### src/sv/pcsd_queue.sv
// ----------------------------------------------------------------------------
// pcsd_queue
// Two-entry job queue between front and back end.
// ----------------------------------------------------------------------------
module pcsd_queue #(
  parameter int unsigned W = 249
) (
  input  logic         clk_i,
  input  logic         rst_ni,
  input  logic         push_i,
  input  logic [W-1:0] din_i,
  output logic         ready_o,
  input  logic         pop_i,
  output logic         valid_o,
  output logic [W-1:0] dout_o
);

  logic [W-1:0] ent0_q, ent1_q;
  logic [1:0]   cnt_q;

  assign ready_o = (cnt_q != 2'd2);
  assign valid_o = (cnt_q != 2'd0);
  assign dout_o  = ent0_q;

  always_ff @(posedge clk_i or negedge rst_ni) begin
    if (!rst_ni) begin
      cnt_q <= 2'd0;
    end else if (push_i && !pop_i) begin
      cnt_q <= cnt_q + 2'd1;
    end else if (pop_i && !push_i) begin
      cnt_q <= cnt_q - 2'd1;
    end
  end

  // head always sits in entry 0
  always_ff @(posedge clk_i) begin
    if (push_i && pop_i) begin
      if (cnt_q == 2'd1) begin
        ent0_q <= din_i;
      end else begin
        ent0_q <= ent1_q;
        ent1_q <= din_i;
      end
    end else if (push_i) begin
      if (cnt_q == 2'd0) begin
        ent0_q <= din_i;
      end else begin
        ent1_q <= din_i;
      end
    end else if (pop_i) begin
      ent0_q <= ent1_q;
    end
  end

endmodule

### config.mk
export PLATFORM = sky130hd
export DESIGN_NAME = pcsd_queue
export DESIGN_NICKNAME = d
export VERILOG_FILES = /design/src/sv/pcsd_queue.sv
export SDC_FILE = /design/constraint.sdc
export NUM_CORES = 1
export LEC_CHECK = 0
export BUFFER_PORTS_ARGS = -buffer_cell sky130_fd_sc_hd__buf_2
export CAP_MARGIN = 20
export CORE_MARGIN = 2
export CORE_UTILIZATION = 25
export CTS_BUF_LIST = sky130_fd_sc_hd__clkbuf_8 sky130_fd_sc_hd__clkbuf_16
export DETAILED_ROUTE_END_ITERATION = 10
export SETUP_SLACK_MARGIN = 0.15
export SYNTH_ARGS = -nofsm -noshare
export SYNTH_HDL_FRONTEND = slang
export SYNTH_SLANG_ARGS = --single-unit
### constraint.sdc
create_clock -name clk_i -period 25.6 [get_ports clk_i]
set_input_delay 1.28 -clock clk_i [delete_from_list [all_inputs] [get_ports clk_i]]
set_output_delay 1.28 -clock clk_i [all_outputs]
set_load 0.01 [all_outputs]
# Word level (Yosys, flattened, before mapping)

Index checks and enable logic that the tools add are counted.

$add $sub $neg: 2
Eq/ne operators: 5
Mux-type cells: 11
Reductions and logical operators: 12

Operators by type and width:

| cell                                                                     | count |
|---|---|
| 249-bit two-way mux                                                      | 9 |
| 2-bit inequality test (second input constant)                            | 3 |
| 2-bit nonzero test                                                       | 3 |
| 2-bit two-way mux                                                        | 2 |
| 1-bit logical AND                                                        | 3 |
| 3-bit by 1-bit inequality test with 1-bit output (second input constant) | 1 |
| 3-bit AND reduction                                                      | 1 |
| 3-bit nonzero test                                                       | 1 |
| 2-bit by 1-bit adder with 2-bit output (second input constant)           | 1 |
| 2-bit by 1-bit == test with 1-bit output (second input constant)         | 1 |
| 1-bit logical NOT                                                        | 2 |
| 2-bit logical NOT                                                        | 1 |
| 2-bit AND reduction                                                      | 1 |
| 2-bit by 1-bit subtractor with 2-bit output (second input constant)      | 1 |

Bits in registers: 500
Input bits: 253
Word-level logic and storage cells: 33

# Depth between registers and ports, before layout

Gate-level depths: netlist (run 1).

Word-level depth: 4
Gate-level depth with buffers: 6
Gate-level depth less buffers: 4

# Worst setup path before layout (run 1)

Ideal clock, no wire load.

Kind: input -> register
From: input port push_i
To: register ent1_q[0] (enable)
Library setup time: 1,220 ps
Arrival time: 19,652 ps
Slack: 4,727 ps
Stages: 2
Path buffers: 0
Cell sequence: ha_1 > o31ai_1

Longest elaborated chain between the ends: 3
Elaborated cells on any way between the ends: 5
Those cells by class: eq/ne: 2; reduce/logical: 3

RTL lines:

| what                                                                         | RTL line | source |
|---|---|---|
| from (decl)                                                                  | 10       | `input logic push_i,` |
| 1-bit logical AND                                                            | 37       | `if (push_i && pop_i) begin` |
| 2-bit inequality test (no line) / 2-bit nonzero test (equally long branches) | --       |  |
| 3-bit AND reduction (no line) (*)                                            | --       |  |
| to (signal assigned)                                                         | 42       | `ent1_q <= din_i;` |
| to (signal assigned)                                                         | 48       | `ent1_q <= din_i;` |
| to (decl)                                                                    | 18       | `logic [W-1:0] ent0_q, ent1_q;` |

Mark *: on every way between the ends. The rest lies on a longest branch, timed or not.
A chain may end at the register's enable or synchronous reset.

# Final worst setup path (run 1)

From: input port push_i
To: register ent0_q[220] (netlist: dout_o[220]), data pin

Longest elaborated chain between the ends: 2
Elaborated cells on any way between the ends: 3
Those cells by class: mux: 2; reduce/logical: 1

RTL lines:

| what                                                            | RTL line | source |
|---|---|---|
| 249-bit two-way mux / 1-bit logical AND (equally long branches) | 44, 37   |  |
| 249-bit two-way mux (*)                                         | 37       |  |
| to (signal assigned)                                            | 39       | `ent0_q <= din_i;` |
| to (signal assigned)                                            | 41       | `ent0_q <= ent1_q;` |
| to (signal assigned)                                            | 46       | `ent0_q <= din_i;` |
| to (decl)                                                       | 18       |  |

Marks and branches as above.

==> impl_metrics.json, run 1 <==
{
  "seqCellArea_um2": 15000,
  "port_buffers": 503,
  "yosysSeqAreaShare_pct": 78.50,
  "hp-class": "input pin to async pin",
  "die-area_um2": 78690,
  "wl_per_cell_um": 17.98,
  "rsz0062_at_grt": "false",
  "clock_latency_ns": 0.59,
  "syn_area_per_cell_um2": 24.01,
  "fmax_mhz": 214.1,
  "irDropWorstVdd_mv": 0.05204,
  "start_util_pct": 25.21,
  "cp-start-kind": "input pin",
  "fill_cells": 7345,
  "grt_pass1_wl_mm": 61.47,
  "maxSlewHeadroom_pct": 29.10,
  "nets": 1600,
  "most-common-layout-cells": "buf_2, edfxtp_1, mux2_4",
  "placed_cells": 2262,
  "grt_overflow": 0,
  "synth.distinct_cells": 16,
  "die_h_um": 280.5,
  "drt_iter0_markers": 566,
  "first_pass_iters": 4,
  "finalSetupViolations": 0,
  "place_area_um2": 22610,
  "min_period_ns": 4.671,
  "syn_nets": 1056,
  "layout_commonest_cell": "buf_2",
  "maxCapViolCount": 0,
  "postLayoutCellArea_um2": 24250,
  "synth_edf_count": 498,
  "p_switching_uw": 616.9,
  "seq_power_share_pct": 49.8,
  "ys_seq_elements": 500,
  "synth_warnings": 0,
  "synth-main-ff-cell": "edfxtp_1",
  "fp.coreArea_um2": 75820,
  "htree_num_levels": 2,
  "fin_ws_ns": 20.93,
  "crit_required_ns": 25.94,
  "gp_congestion": 0.7556,
  "clockPowerShare_pct": 30.8,
  "clk_pin_slew_ns": 0.07,
  "critical_path_class": "input pin to flip-flop",
  "pre_cts_slack_ns": 20.27,
  "worstPathMaxFanout": 52,
  "area_delta_synth_final_pct": 26.88,
  "multi_input_area_um2": 3736,
  "cts.path.max_buffers": 3,
  "rows": 101,
  "grt_pass1_vias": 9832,
  "antenna_found_initial": 11,
  "fp.dieW_um": 280.5,
  "hold_viol_final": 0,
  "worst_pin_slew_ns": 1.063,
  "intPower_mw": 1.749,
  "cts_setup_buffers": 0,
  "tns_ns": 0,
  "postRouteAntennaNets": 0,
  "cts_tree": "done",
  "pin_count": 504,
  "routed_wirelength_mm": 42.43,
  "sw_frac_of_total_pct": 26.08,
  "root_buffer": "clkbuf_16",
  "grt_start_max_net_pins": 132,
  "synthCells": 796,
  "cts_hold_buf": 0,
  "status": "completed",
  "clock_sinks": 500,
  "numCtsBuffers": 54,
  "critical_path.endpoint_type": "flip-flop",
  "crit_arrival_ns": 5.01,
  "power_frac_comb_pct": 19.4,
  "final_cells": 2360,
  "p_leak_nw": 9.775,
  "drc": 0,
  "finClkSkew_ns": 0.02334,
  "drive_gt1_share_pct": 61.20,
  "vias": 9407,
  "ctsResizeCount": 0,
  "grt_usage_pct": 10.23,
  "min_period_over_period_pct": 18.25,
  "maxSlewViolCount": 0,
  "dp.final_hpwl_mm": 29.08,
  "power_density_nw_per_um2": 97.54,
  "ys_async_sr_fraction_pct": 0.4000,
  "syn_area_um2": 19110,
  "via_per_inst": 3.986
}
[cells by family after synthesis]
kind of cell | Yosys count | share of synthesized area [%]
AOI/OAI and AO/OA | 2 | 0.06545
adders and majority gates | 7 | 0.4582
and+or+nand+nor | 1 | 0.03275
xor gates and xnor gates | 2 | 0.09166
muxes | 251 | 18.77
DFF | 500 | 78.50
buffers and inverters | 33 | 2.088
[critical path, stage by stage]
cell	delay [ns]
buf_2	0.15
ha_1	0.32
mux2i_4	0.29
buf_4	0.74
buf_4	0.81
buf_4	0.86
mux2_4	0.35
[final cells by class]
cell class	instances	share of cell area, %
Inverter	6	0.09286
Antenna cell	3	0.03095
Sequential cell	500	61.87
Tap cell	978	5.045
Timing Repair Buffer	515	10.80
Multi-Input combinational cell	263	15.40
Clock inverter	40	1.130
Clock buffer	55	5.628
[sequential cells by signal (all words and copies together), names as in the netlist]
signal and count:
cnt_q 2, dout_o 249, ent1_q 249
[power by group through the flow]
stage	Clock [mW]	Sequential (mW)	Combinational (mW)
floorplan	0	1.33	0.249
global placement	0	1.19	0.461
detailed placement	0	1.20	0.470
CTS	0.756	1.18	0.470
global route	0.787	1.20	0.495
finish	0.728	1.18	0.459
[final timing paths]
check / from / end / slack, ns / depth (start not counted)
max: push_i / dout_o[220]$_DFFE_PP_ / 20.93 / 7
min: rst_ni / cnt_q[1]$_DFFE_PN0P_ / 0.47 / 1
max reg2reg: cnt_q[1]$_DFFE_PN0P_ / dout_o[220]$_DFFE_PP_ / 21.56 / 7
min reg2reg: cnt_q[0]$_DFFE_PN0P_ / cnt_q[0]$_DFFE_PN0P_ / 0.51 / 1
max in group asynchronous: rst_ni / cnt_q[0]$_DFFE_PN0P_ / 25.03 / 1
min in group clk_i: cnt_q[0]$_DFFE_PN0P_ / cnt_q[0]$_DFFE_PN0P_ / 0.51 / 1
[synthesized netlist by cell type (2+ instances only)]
master    instances  area, um2
inv_1             6      22.52
buf_12           10      200.2
mux2_2           49      551.8
edfxtp_1        498      14950
ha_1              7      87.58
dfrtp_1           2      50.05
mux2_4          200       3003
buf_2             3      15.01
buf_6            13      146.4
xor2_1            2      17.52
[through the flow]
| step | hold WS (ns) | utilization (%) | power [mW] |
|---|---|---|---|
| 6_report | 0.4683 | 31.99 | 2.366 |
| 5_1_grt | 0.4207 | 31.98 | 2.478 |
| 4_1_cts | 0.4166 | 31.98 | 2.409 |
| 3_5_place_dp | 0.4996 | 29.82 | 1.668 |
| 3_3_place_gp | 0.4860 | 29.82 | 1.653 |
| 2_1_floorplan | 0.4687 | - | 1.578 |
[metal layers]
metal	global-route usage [%]	vias to the layer above	part of all wire, %
met5	0	-	0.19
li1	-	4268	-
met2	17.12	339	49
met3	4.363	72	9.6
met4	3.167	12	2.2
met1	11.84	4716	39
(Power assumes the default switching activity.)
==> inputs of run 2 (changes only) <==
--- a/config.mk
+++ b/config.mk
@@ -5,6 +5,7 @@
 export SDC_FILE = /design/constraint.sdc
 export NUM_CORES = 1
 export LEC_CHECK = 0
+export ABC_AREA = 1
 export BUFFER_PORTS_ARGS = -buffer_cell sky130_fd_sc_hd__buf_2
 export CAP_MARGIN = 20
 export CORE_MARGIN = 2
==> constraint.sdc (replaced) <==
create_clock -name clk_i -period 4.4 [get_ports clk_i]
set_input_delay 0.22 -clock clk_i [delete_from_list [all_inputs] [get_ports clk_i]]
set_output_delay 0.22 -clock clk_i [all_outputs]
set_load 0.01 [all_outputs]
==> impl_metrics.json, run 2 <==
{
  "critical_path_class": "flip-flop to flip-flop",
  "ys_async_sr_fraction_pct": 0.4000,
  "finalSetupViolations": 0,
  "hold_ws_ns": 0.1780,
  "muxShareOfSynthArea_pct": 0,
  "finClkSkew_ns": 0.02114,
  "p_leak_nw": 11.28,
  "cp-start-kind": "flip-flop",
  "synth-compound-area-share_pct": 0.05338,
  "first_pass_iters": 5,
  "antenna_found_initial": 8,
  "multi_input_area_um2": 3323,
  "min_period_over_period_pct": 58.97,
  "synth.largest_area_cell": "edfxtp_1",
  "grt_usage_pct": 12.78,
  "start_util_pct": 25.23,
  "vias": 13460,
  "grt_pass1_vias": 13890,
  "min_period_ns": 2.595,
  "crit_family": "simple AND/OR/NAND/NOR gates",
  "synthAdderAreaFrac_pct": 0.4671,
  "via_per_inst": 4.321,
  "crit_required_ns": 4.74,
  "cts_setup_buffers": 0,
  "postLayoutCellArea_um2": 26530,
  "seqCellArea_um2": 15000,
  "synth_top_family_by_area": "simple AND/OR/NAND/NOR gates",
  "clk_pin_slew_ns": 0.06,
  "critical_path.endpoint_type": "flip-flop",
  "hold_viol_final": 0,
  "numCtsBuffers": 53,
  "fmax_mhz": 385.4,
  "routed_wirelength_mm": 51.39,
  "yosysSeqAreaShare_pct": 80.02,
  "dp.final_hpwl_mm": 31.28,
  "postRouteAntennaNets": 0,
  "yosysTopAreaCellShare_pct": 79.75,
  "hp-class": "input pin to flip-flop",
  "die-area_um2": 77210,
  "cts_tree": "done",
  "synthXorXnorAreaFrac_pct": 0.04671,
  "cp_slowest_cell": "nand2_4",
  "layout_commonest_cell": "buf_2",
  "ys_seq_elements": 500,
  "path_cells": "ha_1 > nand2_4 > nand2_8 > buf_12 > nand2_1 > nand2_1",
  "pin_count": 504,
  "syn_area_um2": 18750,
  "yosys.area_share.simple_pct": 16.85,
  "synth_most_common_cell": "nand2_1",
  "grt_start_max_net_pins": 157,
  "gp_congestion": 0.7639,
  "area_delta_synth_final_pct": 41.51,
  "maxCapViolCount": 0,
  "drive_gt1_share_pct": 28.08,
  "tns_ns": 0,
  "synth.distinct_cells": 15,
  "drc": 0,
  "worstPathMaxFanout": 119,
  "synth-main-ff-cell": "edfxtp_1",
  "htree_num_levels": 2,
  "placed_cells": 2766,
  "port_buffers": 503,
  "cp_common_cell": "nand2_1",
  "cts.path.max_buffers": 3,
  "crit_arrival_ns": 2.93,
  "synthCells": 1356,
  "nets": 2363,
  "worst_pin_slew_ns": 1.306,
  "grt_overflow": 0,
  "syn_area_per_cell_um2": 13.83,
  "fp.coreArea_um2": 74320,
  "grt_pass1_wl_mm": 78.49,
  "cp_slowest_stage_delay_ns": 0.42,
  "fill_cells": 7135,
  "drt_iter0_markers": 922,
  "rsz0062_at_grt": "false",
  "final_cells": 3116,
  "die_h_um": 277.9,
  "root_buffer": "clkbuf_16",
  "syn_nets": 1616,
  "irDropWorstVdd_mv": 0.3646,
  "maxSlewHeadroom_pct": 12.96,
  "crit_buf_inv": 1,
  "clock_sinks": 500,
  "fp.dieW_um": 277.9,
  "clock_latency_ns": 0.59,
  "maxSlewViolCount": 0,
  "rows": 100,
  "synth_edf_count": 498,
  "power_density_nw_per_um2": 526.9,
  "utilization_pct": 35.70,
  "place_area_um2": 22350,
  "status": "completed",
  "wl_per_cell_um": 16.49,
  "synth_common_cells": "nand2_1, edfxtp_1, nand3_1, buf_2, buf_4",
  "synth_warnings": 0,
  "most-common-layout-cells": "buf_2, nand2_1, edfxtp_1",
  "yosys-top-cells-area": "edfxtp_1, nand2_1, nand3_1"
}
## run 2: cell count changes in the layout (fill, tap and decap cells not counted), moves of 2 or more
cell / before / now
bufinv_16: 2 / 4
clkinvlp_4: 4 / 1
inv_1: 17 / 20
nand2_8: 0 / 2
buf_12: 1 / 9
mux2_4: 200 / 0
clkinv_1: 7 / 11
mux2_2: 49 / 0
nand2_1: 0 / 501
nand3_1: 0 / 251
clkinv_4: 3 / 1
dlygate4sd3_1: 0 / 251
## run 2: per-stage QoR
step	power (mW)	worst slack, ns
finish	13.98	1.805
floorplan	8.492	-0.8065
global route	14.65	1.625
detailed placement	9.624	1.860
CTS	14.15	1.872
global placement	9.529	1.893
## run 2: cell families (layout without fill, tap and decap cells)
kind of cell,after synthesis,in the layout
compound gates,2,2
xor+xnor,1,1
fa+ha+maj,7,7
buf+inv,90,878
flops,500,500
other cells,0,3
simple gates,756,756
## run 2: cell type report
type                       instances  area share (%)
antenna                            3         0.02829
timing repair buffer             773           19.92
multi-input combinational        766           12.52
clock inverter                    41           1.094
clock buffer                      55           5.187
sequential                       500           56.55
tap                              969           4.569
inverter                           9          0.1273
## run 2: power breakdown
group	leakage, nW	switching (mW)	internal [mW]	total, mW
clock network	0.868	1.83	2.48	4.31
registers	4.94	0.293	6.65	6.95
logic	5.47	1.78	0.953	2.73
total	11.3	3.89	10.1	14.0
## run 2: worst paths after layout
kind	cells past startpoint	slack [ns]	from	end
min in group asynchronous	3	0.54	rst_ni	cnt_q[1]$_DFFE_PN0P_
worst min register to register	1	0.51	cnt_q[0]$_DFFE_PN0P_	cnt_q[0]$_DFFE_PN0P_
worst max register to register	6	1.81	cnt_q[0]$_DFFE_PN0P_	dout_o[166]$_DFFE_PP_
worst max-delay path	6	1.81	cnt_q[0]$_DFFE_PN0P_	dout_o[166]$_DFFE_PP_
worst min-delay path	4	0.18	pop_i	cnt_q[0]$_DFFE_PN0P_
max in group asynchronous	3	3.74	rst_ni	cnt_q[0]$_DFFE_PN0P_
## run 2: per-layer routing
metal | global-route usage, % | share of wire (%)
met3 | 4.270 | 9.0
met4 | 4.116 | 2.7
met2 | 21.85 | 49
met1 | 15.10 | 39
met5 | 0 | 0.14
## run 2: worst register-to-register path, stage by stage, from the launching register on
cell and delay, ns:
dfrtp_1 0.41, ha_1 0.28, nand2_4 0.42, nand2_8 0.35, buf_12 0.30, nand2_1 0.53
nand2_1 0.07
## run 2: timing repair
item	4_1_cts	5_1_grt
gates resized for setup	0	0
endpoints found under the hold margin	500	0
hold buffers	251	0
