[src/sv/pcsd_pkg.sv]
// ----------------------------------------------------------------------------
// pcsd_pkg
// Shared types and constants of the path corner slowdown detector.
// ----------------------------------------------------------------------------
package pcsd_pkg;

  // configuration register indexes
  localparam int unsigned CFG_IDX_W     = 1;
  localparam logic [CFG_IDX_W-1:0] CFG_COS_THR   = 1'b0;
  localparam logic [CFG_IDX_W-1:0] CFG_DEF_SPEED = 1'b1;

  localparam int unsigned THR_W     = 16;  // Q2.14 cosine threshold
  localparam int unsigned CM2_W     = 32;  // square of the threshold magnitude
  localparam int unsigned DIGIT_W   = 16;  // multiplier digit per cycle
  localparam int unsigned LHS_SHIFT = 28;  // (|dot| << 14)^2 = |dot|^2 << 28

  // control part of one queued job
  typedef struct packed {
    logic test;       // middle point gets the corner test
    logic emit_mid;   // a result for the middle point is due
    logic emit_last;  // a result for the segment's last point is due
    logic mid_ov;     // middle point carries an override
    logic last_ov;    // last point carries an override
  } pcsd_job_ctl_t;

  localparam int unsigned JOB_CTL_W = $bits(pcsd_job_ctl_t);

endpackage

[src/sv/pcsd_mul.sv]
// ----------------------------------------------------------------------------
// pcsd_mul
// Unsigned multi-cycle multiplier: one 16-bit digit of b per cycle, stops
// early once the remaining digits of b are zero.
// ----------------------------------------------------------------------------
module pcsd_mul import pcsd_pkg::*; #(
  parameter int unsigned AW = 74,
  parameter int unsigned BW = 42,
  parameter int unsigned PW = 116
) (
  input  logic          clk_i,
  input  logic          rst_ni,
  input  logic          start_i,
  input  logic [AW-1:0] a_i,
  input  logic [BW-1:0] b_i,
  output logic          done_o,
  output logic [PW-1:0] prod_o
);

  localparam int unsigned ND    = (BW + DIGIT_W - 1) / DIGIT_W;
  localparam int unsigned CNT_W = (ND > 1) ? $clog2(ND) : 1;

  logic                   busy_q, done_q;
  logic [AW-1:0]          a_q;
  logic [BW-1:0]          b_q, b_rest;
  logic [CNT_W-1:0]       cnt_q;
  logic [PW-1:0]          acc_q;
  logic [AW+DIGIT_W-1:0]  partial;
  logic [PW-1:0]          part_ext, part_sh;

  assign partial  = a_q * b_q[DIGIT_W-1:0];
  assign part_ext = PW'(partial);
  assign part_sh  = part_ext << (cnt_q * DIGIT_W);
  assign b_rest   = b_q >> DIGIT_W;

  always_ff @(posedge clk_i or negedge rst_ni) begin
    if (!rst_ni) begin
      busy_q <= 1'b0;
      done_q <= 1'b0;
    end else begin
      done_q <= 1'b0;
      if (start_i) begin
        busy_q <= 1'b1;
      end else if (busy_q && (b_rest == '0)) begin
        busy_q <= 1'b0;
        done_q <= 1'b1;
      end
    end
  end

  always_ff @(posedge clk_i) begin
    if (start_i) begin
      a_q   <= a_i;
      b_q   <= b_i;
      acc_q <= '0;
      cnt_q <= '0;
    end else if (busy_q) begin
      acc_q <= acc_q + part_sh;
      b_q   <= b_rest;
      cnt_q <= cnt_q + CNT_W'(1);
    end
  end

  assign done_o = done_q;
  assign prod_o = acc_q;

endmodule

[src/sv/pcsd_back.sv]
// ----------------------------------------------------------------------------
// pcsd_back
// Corner test sequencer and result output. All products go through one
// shared digit-serial multiplier; results leave through an output register.
// ----------------------------------------------------------------------------
module pcsd_back import pcsd_pkg::*; #(
  parameter int unsigned COORD_WIDTH = 20,
  parameter int unsigned SPEED_WIDTH = 32
) (
  input  logic                     clk_i,
  input  logic                     rst_ni,
  input  logic                     q_valid_i,
  output logic                     q_pop_o,
  input  pcsd_job_ctl_t            job_ctl_i,
  input  logic [9*COORD_WIDTH-1:0] job_pts_i,
  input  logic [2*SPEED_WIDTH-1:0] job_spd_i,
  input  logic [THR_W-1:0]         cos_thr_i,
  input  logic [SPEED_WIDTH-1:0]   def_speed_i,
  output logic                     m_valid_o,
  input  logic                     m_ready_i,
  output logic                     slowed_o,
  output logic                     override_o,
  output logic [SPEED_WIDTH-1:0]   speed_o,
  output logic                     last_o
);

  localparam int unsigned C  = COORD_WIDTH;
  localparam int unsigned DW = C + 1;            // coordinate difference
  localparam int unsigned SW = 2 * DW;           // sums of products
  localparam int unsigned TW = SW + CM2_W;       // s1 * c^2
  localparam int unsigned BW = (SW > CM2_W) ? SW : CM2_W;
  localparam int unsigned PW = TW + BW;

  localparam logic [3:0] ST_IDLE = 4'd0;
  localparam logic [3:0] ST_SQ   = 4'd1;
  localparam logic [3:0] ST_CHK  = 4'd2;
  localparam logic [3:0] ST_CM2  = 4'd3;
  localparam logic [3:0] ST_T1   = 4'd4;
  localparam logic [3:0] ST_T2   = 4'd5;
  localparam logic [3:0] ST_DOT  = 4'd6;
  localparam logic [3:0] ST_MID  = 4'd7;
  localparam logic [3:0] ST_LAST = 4'd8;

  localparam logic [1:0] K_X = 2'd0;
  localparam logic [1:0] K_Y = 2'd1;
  localparam logic [1:0] K_Z = 2'd2;

  localparam logic [1:0] SUB_AA = 2'd0;  // |a|^2 into s1
  localparam logic [1:0] SUB_BB = 2'd1;  // |b|^2 into s2
  localparam logic [1:0] SUB_AB = 2'd2;  // a*b into dot

  logic [3:0]             state_q, state_d;
  logic                   iss_q, iss_d;
  logic [1:0]             k_q, k_d, sub_q, sub_d;
  logic                   slow_q, slow_d;
  logic [SW-1:0]          s1_q, s1_d, s2_q, s2_d;
  logic signed [SW:0]     dot_q, dot_d;
  logic [PW-1:0]          rhs_q, rhs_d;
  logic                   out_valid_q, out_valid_d;
  logic                   out_slow_q, out_ov_q, out_last_q;
  logic [SPEED_WIDTH-1:0] out_spd_q;
  logic                   out_load, nx_slow, nx_ov, nx_last;
  logic [SPEED_WIDTH-1:0] nx_spd, mid_spd, last_spd, base_spd;

  logic [C-1:0]           c0, c1, c2;
  logic signed [DW-1:0]   da, db;
  logic [DW-1:0]          ma, mb;
  logic signed [SW:0]     dot_neg;
  logic [SW-1:0]          dmag;
  logic                   dneg;
  logic signed [THR_W-1:0] thr;
  logic [THR_W-1:0]       cm;

  logic                   mul_start, mul_done;
  logic [TW-1:0]          mul_a;
  logic [BW-1:0]          mul_b;
  logic [PW-1:0]          mul_prod, lhs;
  logic signed [SW:0]     prod_s;
  logic                   out_free;

  assign mid_spd  = job_spd_i[SPEED_WIDTH +: SPEED_WIDTH];
  assign last_spd = job_spd_i[0 +: SPEED_WIDTH];

  // coordinate k of older, middle and new point
  always_comb begin
    case (k_q)
      K_X: begin
        c0 = job_pts_i[8*C +: C];
        c1 = job_pts_i[5*C +: C];
        c2 = job_pts_i[2*C +: C];
      end
      K_Y: begin
        c0 = job_pts_i[7*C +: C];
        c1 = job_pts_i[4*C +: C];
        c2 = job_pts_i[1*C +: C];
      end
      default: begin
        c0 = job_pts_i[6*C +: C];
        c1 = job_pts_i[3*C +: C];
        c2 = job_pts_i[0 +: C];
      end
    endcase
  end

  assign da = $signed({c1[C-1], c1}) - $signed({c0[C-1], c0});
  assign db = $signed({c2[C-1], c2}) - $signed({c1[C-1], c1});
  assign ma = da[DW-1] ? DW'(-da) : DW'(da);
  assign mb = db[DW-1] ? DW'(-db) : DW'(db);

  assign dot_neg = -dot_q;
  assign dneg    = dot_q[SW];
  assign dmag    = dneg ? dot_neg[SW-1:0] : dot_q[SW-1:0];

  assign thr = $signed(cos_thr_i);
  assign cm  = thr[THR_W-1] ? THR_W'(-thr) : THR_W'(thr);

  assign prod_s = $signed({1'b0, mul_prod[SW-1:0]});
  assign lhs    = mul_prod << LHS_SHIFT;

  // multiplier operands
  always_comb begin
    mul_a = '0;
    mul_b = '0;
    case (state_q)
      ST_SQ: begin
        case (sub_q)
          SUB_AA: begin
            mul_a = TW'(ma);
            mul_b = BW'(ma);
          end
          SUB_BB: begin
            mul_a = TW'(mb);
            mul_b = BW'(mb);
          end
          default: begin
            mul_a = TW'(ma);
            mul_b = BW'(mb);
          end
        endcase
      end
      ST_CM2: begin
        mul_a = TW'(cm);
        mul_b = BW'(cm);
      end
      ST_T1: begin
        mul_a = TW'(s1_q);
        mul_b = BW'(mul_prod[CM2_W-1:0]);
      end
      ST_T2: begin
        mul_a = mul_prod[TW-1:0];
        mul_b = BW'(s2_q);
      end
      ST_DOT: begin
        mul_a = TW'(dmag);
        mul_b = BW'(dmag);
      end
      default: ;
    endcase
  end

  pcsd_mul #(
    .AW (TW),
    .BW (BW),
    .PW (PW)
  ) u_mul (
    .clk_i   (clk_i),
    .rst_ni  (rst_ni),
    .start_i (mul_start),
    .a_i     (mul_a),
    .b_i     (mul_b),
    .done_o  (mul_done),
    .prod_o  (mul_prod)
  );

  assign out_free = !out_valid_q || m_ready_i;
  assign base_spd = job_ctl_i.mid_ov ? mid_spd : def_speed_i;

  always_comb begin
    state_d   = state_q;
    iss_d     = iss_q;
    k_d       = k_q;
    sub_d     = sub_q;
    slow_d    = slow_q;
    s1_d      = s1_q;
    s2_d      = s2_q;
    dot_d     = dot_q;
    rhs_d     = rhs_q;
    mul_start = 1'b0;
    q_pop_o   = 1'b0;
    out_load  = 1'b0;
    nx_slow   = 1'b0;
    nx_ov     = 1'b0;
    nx_spd    = '0;
    nx_last   = 1'b0;

    unique case (state_q) inside
      ST_IDLE: begin
        if (q_valid_i) begin
          if (job_ctl_i.test) begin
            state_d = ST_SQ;
            iss_d   = 1'b1;
            k_d     = K_X;
            sub_d   = SUB_AA;
            s1_d    = '0;
            s2_d    = '0;
            dot_d   = '0;
          end else begin
            slow_d  = 1'b0;
            state_d = job_ctl_i.emit_mid ? ST_MID : ST_LAST;
          end
        end
      end
      ST_SQ: begin
        if (iss_q) begin
          mul_start = 1'b1;
          iss_d     = 1'b0;
        end else if (mul_done) begin
          case (sub_q)
            SUB_AA: s1_d = s1_q + mul_prod[SW-1:0];
            SUB_BB: s2_d = s2_q + mul_prod[SW-1:0];
            default: dot_d = (da[DW-1] ^ db[DW-1]) ? dot_q - prod_s : dot_q + prod_s;
          endcase
          if (sub_q == SUB_AB) begin
            sub_d = SUB_AA;
            if (k_q == K_Z) begin
              state_d = ST_CHK;
            end else begin
              k_d   = k_q + 2'd1;
              iss_d = 1'b1;
            end
          end else begin
            sub_d = sub_q + 2'd1;
            iss_d = 1'b1;
          end
        end
      end
      ST_CHK: begin
        // a zero-length neighbor vector skips the test
        if ((s1_q == '0) || (s2_q == '0)) begin
          slow_d  = 1'b0;
          state_d = ST_MID;
        end else begin
          state_d = ST_CM2;
          iss_d   = 1'b1;
        end
      end
      ST_CM2, ST_T1, ST_T2, ST_DOT: begin
        if (iss_q) begin
          mul_start = 1'b1;
          iss_d     = 1'b0;
        end else if (mul_done) begin
          iss_d = 1'b1;
          case (state_q)
            ST_CM2: state_d = ST_T1;
            ST_T1:  state_d = ST_T2;
            ST_T2: begin
              rhs_d   = mul_prod;
              state_d = ST_DOT;
            end
            default: begin
              // dot^2 << 28 against s1*s2*c^2, sign cases first
              if (thr[THR_W-1]) begin
                slow_d = !dneg || (lhs < rhs_q);
              end else begin
                slow_d = !dneg && (dmag != '0) && (lhs > rhs_q);
              end
              iss_d   = 1'b0;
              state_d = ST_MID;
            end
          endcase
        end
      end
      ST_MID: begin
        if (out_free) begin
          out_load = 1'b1;
          nx_slow  = slow_q;
          nx_ov    = slow_q | job_ctl_i.mid_ov;
          nx_spd   = slow_q ? (base_spd >> 1) : mid_spd;
          nx_last  = 1'b0;
          if (job_ctl_i.emit_last) begin
            state_d = ST_LAST;
          end else begin
            q_pop_o = 1'b1;
            state_d = ST_IDLE;
          end
        end
      end
      ST_LAST: begin
        if (out_free) begin
          out_load = 1'b1;
          nx_slow  = 1'b0;
          nx_ov    = job_ctl_i.last_ov;
          nx_spd   = last_spd;
          nx_last  = 1'b1;
          q_pop_o  = 1'b1;
          state_d  = ST_IDLE;
        end
      end
      default: state_d = ST_IDLE;
    endcase
  end

  assign out_valid_d = out_load ? 1'b1 : (m_ready_i ? 1'b0 : out_valid_q);

  always_ff @(posedge clk_i or negedge rst_ni) begin
    if (!rst_ni) begin
      state_q     <= ST_IDLE;
      iss_q       <= 1'b0;
      k_q         <= K_X;
      sub_q       <= SUB_AA;
      slow_q      <= 1'b0;
      out_valid_q <= 1'b0;
    end else begin
      state_q     <= state_d;
      iss_q       <= iss_d;
      k_q         <= k_d;
      sub_q       <= sub_d;
      slow_q      <= slow_d;
      out_valid_q <= out_valid_d;
    end
  end

  always_ff @(posedge clk_i) begin
    s1_q  <= s1_d;
    s2_q  <= s2_d;
    dot_q <= dot_d;
    rhs_q <= rhs_d;
    if (out_load) begin
      out_slow_q <= nx_slow;
      out_ov_q   <= nx_ov;
      out_spd_q  <= nx_spd;
      out_last_q <= nx_last;
    end
  end

  assign m_valid_o  = out_valid_q;
  assign slowed_o   = out_slow_q;
  assign override_o = out_ov_q;
  assign speed_o    = out_spd_q;
  assign last_o     = out_last_q;

endmodule

[config.mk]
export PLATFORM = sky130hd
export DESIGN_NAME = pcsd_back
export DESIGN_NICKNAME = d
export VERILOG_FILES = /design/src/sv/pcsd_pkg.sv /design/src/sv/pcsd_mul.sv /design/src/sv/pcsd_back.sv
export SDC_FILE = /design/constraint.sdc
export NUM_CORES = 2
export LEC_CHECK = 0
export BUFFER_PORTS_ARGS = -buffer_cell sky130_fd_sc_hd__buf_2
export CORE_UTILIZATION = 55
export DETAILED_ROUTE_END_ITERATION = 10
export HOLD_SLACK_MARGIN = 0.05
export PLACE_DENSITY = 0.75
export SLEW_MARGIN = 25
export SYNTH_ARGS = -nofsm -noshare
export SYNTH_HDL_FRONTEND = slang
export SYNTH_SLANG_ARGS = --single-unit
export TNS_END_PERCENT = 20
[constraint.sdc]
create_clock -name clk_i -period 9.3 [get_ports clk_i]
set_input_delay 0.465 -clock clk_i [delete_from_list [all_inputs] [get_ports clk_i]]
set_output_delay 0.465 -clock clk_i [all_outputs]
set_load 0.1 [all_outputs]
---- After elaboration in Yosys (flattened, before gate mapping) ----
Cells that the tools add are included.
word-level totals
  word-level logic and storage cells ...... 203
  output and inout bits ................... 37
  register bits ........................... 525
operators by class
  equality and inequality tests ........... 30
  bitwise operators ....................... 3
  multiply operators ...................... 1
  $add $sub $neg .......................... 14
  order comparisons ....................... 2
  mux-type cells .......................... 96
  shift-type cells ........................ 1
  reductions and logical operators ........ 36
operators with widths
  operator                                        number
  42-bit 2-to-1 mux                               11
  74-bit one-hot mux with 5 select lines          1
  43-bit 2-to-1 mux                               6
  42-bit one-hot mux with 5 select lines          1
  42-bit one-hot mux with 2 select lines          2
  32-bit 2-to-1 mux                               4
  42-bit logical NOT                              3
  20-bit one-hot mux with 2 select lines          3
  116-bit adder                                   1
  116-bit > comparator                            1
  116-bit less-than comparator                    1
  90-bit by 6-bit left shift with 116-bit output  1
  74-bit by 16-bit multiplier with 90-bit output  1
  43-bit one-hot mux with 2 select lines          1
  42-bit adder                                    2
  21-bit 2-to-1 mux                               4
  32-bit one-hot mux with 2 select lines          1
  4-bit 2-to-1 mux                                12
  43-bit adder                                    1
  43-bit subtractor                               1
  21-bit negator                                  2
  42-bit negator                                  1
  42-bit nonzero test                             1
  20-bit by 20-bit subtractor with 21-bit output  2
  other kinds (41)                                119

---- Longest topological paths before layout ----
  word-level depth ........................ 10
  depth in mapped cells ................... 42

---- By module ----
Synthesis repeated with hierarchy kept, for this count alone.
second synthesis, totals
  cell total of the unflattened synthesis .. 9631
  area total of the unflattened synthesis .. 81924.8 sq um
by module, submodules not included
  module     sequential area each (sq um)  area each (sq um)  cells an instance  times used
  pcsd_mul   5895.7                        53685.2            6377               1
  pcsd_back  8623.3                        28239.6            3254               1

---- Worst setup path after synthesis ----
No wires, ideal clock.
  kind .................................... register -> register
  start point ............................. register u_mul.b_q[1]
  end point ............................... register u_mul.acc_q[109] (netlist: u_mul.prod_o[109])
  data arrival time ....................... 9474 ps
  setup time .............................. 128 ps
  path slack .............................. -303 ps
  stages on the path, launching flop included .. 43
  required time ........................... 9172 ps
  path through ............................ edfxtp_1 > clkbuf_1 > clkbuf_1 > nand2_1 > fa_1 > inv_1 > fa_1 > inv_1 > fa_1 > inv_1 > fa_1 > fa_1 > inv_1 > fa_1 > inv_1 > ha_1 > clkbuf_1 > and4_1 > [7 not listed] > o21ai_0 > xnor2_1 > o211ai_1 > a21boi_0 > ha_1 > clkbuf_1 > nand4_1 > nor4b_1 > nand2_1 > nor3_1 > o211ai_1 > o21ai_1 > a211oi_1 > a31oi_1 > a21oi_1 > o31ai_1 > xnor2_1 > o21ai_0
on the way
  longest elaborated chain between the ends .. 3
RTL lines
  element                                         line            source
  from (decl)                                     pcsd_mul.sv:25  logic [BW-1:0] b_q, b_rest;
  from (signal assigned)                          pcsd_mul.sv:54  b_q <= b_i;
  from (signal assigned)                          pcsd_mul.sv:59  b_q <= b_rest;
  74-bit by 16-bit multiplier with 90-bit output  pcsd_mul.sv:31  assign partial = a_q * b_q[DIGIT_W-1:0];
  90-bit by 6-bit left shift with 116-bit output  pcsd_mul.sv:33  assign part_sh = part_ext << (cnt_q * DIGIT_W);
  116-bit adder                                   pcsd_mul.sv:58  acc_q <= acc_q + part_sh;
  to (signal assigned)                            pcsd_mul.sv:58
  to (decl)                                       pcsd_mul.sv:27  logic [PW-1:0] acc_q;
Every way passes these cells.
A chain may end at the register's enable or synchronous reset.

---- Final worst setup path ----
  start point ............................. register u_mul.b_q[6]
  end point ............................... register u_mul.acc_q[114] (netlist: u_mul.prod_o[114])
The elaborated chain is that of the path after synthesis.

==> run summary <==
Core box area -> 0.1457 mm²
Ports -> 338
CP Data Arrival Time -> 10440 ps
Commonest non-fill, non-tap cell in the layout -> nand2_1
Routability cong. -> 1.034
Clk sinks -> 525
Sequential share of the synthesized area -> 17.97%
Die W -> 385.2 µm
Vias in the first global route -> 76.98k
Die footprint -> 0.1484 mm²
Crit-path max cell delay -> 560 ps
Total iterations of the first detailed-routing run -> 8
P&R area growth vs syn -> 24.11%
Mapped Cells -> 9464
Initial Util -> 55.43%
Syn nets -> 11.31k
Critical Path Slowest Stage Cell -> fa_1
Max Cap Viol -> 0
GR Overflow Total -> 0
Initial antenna violation count -> 30
Worst-Margin Slew -> 1192 ps
Cell mode on critical path -> buf_6
Final setup vio count -> 53
HP Start -> job_spd_i[1]
TritonCTS clock tree -> yes
Yosys cell types -> 102
R2R Path End -> u_mul.prod_o[114]
Post-synth EDFFs -> 394
Ys async rst share -> 2.476%
WL/cell -> 23.69 µm
Mapped Area -> 0.08078 mm²
RSZ-0062 raised after global routing -> true
Cts bufs inserted -> 66
Synth Flop Type -> edfxtp_1
Routed WL -> 302400 µm
Clock transition at the registers of the reported paths -> 60 ps
Later-pin clock latency in the skew report -> 700 ps
RR Startpoint -> u_mul.b_q[6]
Hold Path End -> speed_o[1]
R2R setup slack -> -610 ps
Most frequent cells in the layout -> 1317 x nand2_1, 1289 x inv_1, 1245 x buf_4
Setup ws final -> -610.6 ps
FMAX -> 100.9 MHz
Crit Path Class -> reg -> reg
CP Launch Type -> register
Slew margin rel. -> 20.33%
Tmin final -> 9911 ps
DP HPWL -> 239800 µm
Register area -> 0.01452 mm²
Hold crit path type -> in -> reg
First-pass GRT wire length -> 456100 µm
FF-to-FF path depth -> 48
Multi-input gate area -> 0.06215 mm²
Root Driver -> clkbuf_16
Worst Path Required -> 9830 ps
Final ANT Viol Nets -> 0
Drt drc -> 0
Status -> finished with violations
Final hold violations -> 0
Worst Hold Path Cells -> 3
Fraction of layout cells with a size suffix above 1 -> 21.90%
Worst clock skew -> 52.20 ps
Worst setup EP type -> register
Syn Area/Cell -> 8.536 µm²
GRT Total Usage -> 40.22%
Worst-path fanout max -> 5
CTS Buffer Depth -> 3
Fin nets -> 12.64k
Fillers -> 11.59k
Row count -> 140
Failing checks -> negative setup slack
Largest net degree at the start of global routing -> 85
Die Span Y -> 385.2 µm
Worst hold margin -> 83.61 ps
Slew Limit Fails -> 0
IO Port Bufs -> 336
Final period util -> 106.6%
Yosys Warn Count -> 0
Starting DRT DRC Count -> 8813
CTS H-tree lvls -> 3
Via count -> 77.55k
Via density per instance -> 6.075
Register bit total from synthesis -> 525
sequential cells by signal, summed over array words and instances, names as in the netlist, 4 cells and up:
name / flops
s2_q: 42
speed_o: 32
u_mul.prod_o: 116
dot_q: 43
rhs_q: 116
s1_q: 42
u_mul.a_q: 74
state_q: 4
u_mul.b_q: 42
per-layer routing:
layer,vias up,wire [µm],GRT usage (%)
li1,34230,-,-
met1,38100,124800,57.42
met2,4467,128800,59.60
met3,730,36700,9.669
met4,22,11890,13.58
met5,-,159,0
cell families after synthesis:
logic type | count (synthesis) | synth area share (%)
adder cells (fa/ha/maj) | 1549 | 33.40
AO/OA/AOI/OAI | 1916 | 15.61
XOR/XNOR | 443 | 4.803
AND/OR/NAND/NOR | 3045 | 17.59
buffers and inverters | 1821 | 8.516
multiplexers | 165 | 2.116
flip-flops | 525 | 17.97
metrics by stage:
step	setup TNS, ps	setup WS (ps)	instances	instance area [µm²]	utilization (%)
floorplan	0	1.234	9464	80810	-
global route	-34240	-876.6	12760	100200	68.78
CTS	-9696	-533.0	12680	97830	67.13
detailed placement	-46750	-1241	12480	93310	64.02
finish	-15410	-610.6	12770	100300	68.79
global placement	-40120	-1195	12480	93310	64.02
worst max path at each step:
| stage | startpoint | to | slack, ps | cells after the start |
|---|---|---|---|---|
| floorplan | u_mul.b_q[4] | u_mul.prod_o[109] | 1 | 42 |
| global placement | u_mul.b_q[1] | u_mul.prod_o[115] | -1190 | 43 |
| detailed placement | u_mul.b_q[7] | u_mul.prod_o[115] | -1240 | 42 |
| CTS | u_mul.b_q[6] | u_mul.prod_o[113] | -530 | 45 |
| global route | u_mul.b_q[14] | u_mul.prod_o[114] | -880 | 43 |
| finish | u_mul.b_q[6] | u_mul.prod_o[114] | -610 | 48 |
synthesized netlist by cell type, drive strengths merged (40+ instances only):
library cell / count / area share (%)
or3: 41 / 0.32
clkbuf: 462 / 2.1
nor2: 603 / 2.8
buf: 40 / 0.24
fa: 1012 / 25
nand4: 131 / 1.0
mux2i: 155 / 1.9
o21a: 59 / 0.55
o21bai: 74 / 0.69
a31oi: 49 / 0.38
xnor2: 210 / 2.3
a22o: 49 / 0.53
o31ai: 43 / 0.41
nor2b: 55 / 0.43
dfxtp: 118 / 2.9
edfxtp: 394 / 15
o21ai: 351 / 2.2
nor4: 58 / 0.46
a211oi: 58 / 0.54
nand2b: 70 / 0.54
a21oi: 555 / 3.4
nand2: 1341 / 6.2
a221o: 67 / 0.83
xor2: 233 / 2.5
and3: 75 / 0.58
nand3: 86 / 0.54
a21o: 261 / 2.4
ha: 537 / 8.3
nor3: 99 / 0.61
inv: 1318 / 6.1
and2: 366 / 2.8
critical path, delay by kind of cell (launching register included):
kind                       cells  cell delay [ps]
muxes                          2              400
DFF                            1              370
buffers and inverters         16             1840
adders and majority gates      8             3630
AOI/OAI and AO/OA             14             2260
and+or+nand+nor                7             1120
xor gates and xnor gates       1              130
layout make-up:
class,instances,share of cell area (%)
inverter,1319,4.943
clock inverter,34,0.4855
antenna,9,0.02246
tap,1917,2.392
clock buffer,88,1.884
multi-input combinational,7118,61.99
timing repair buffer,1755,13.80
sequential,525,14.49
repair_timing:
item / CTS / global route
gates cloned: 4 / 10
endpoints found under the setup margin: 82 / 86
hold buffers: 21 / 0
endpoints found under the hold margin: 33 / 0
pin swaps: 120 / 267
buffers inserted: 53 / 71
gates resized for setup: 332 / 356
Power is not shown: default switching activity piles up to over one toggle a cycle in this logic, so the estimate is an artifact.
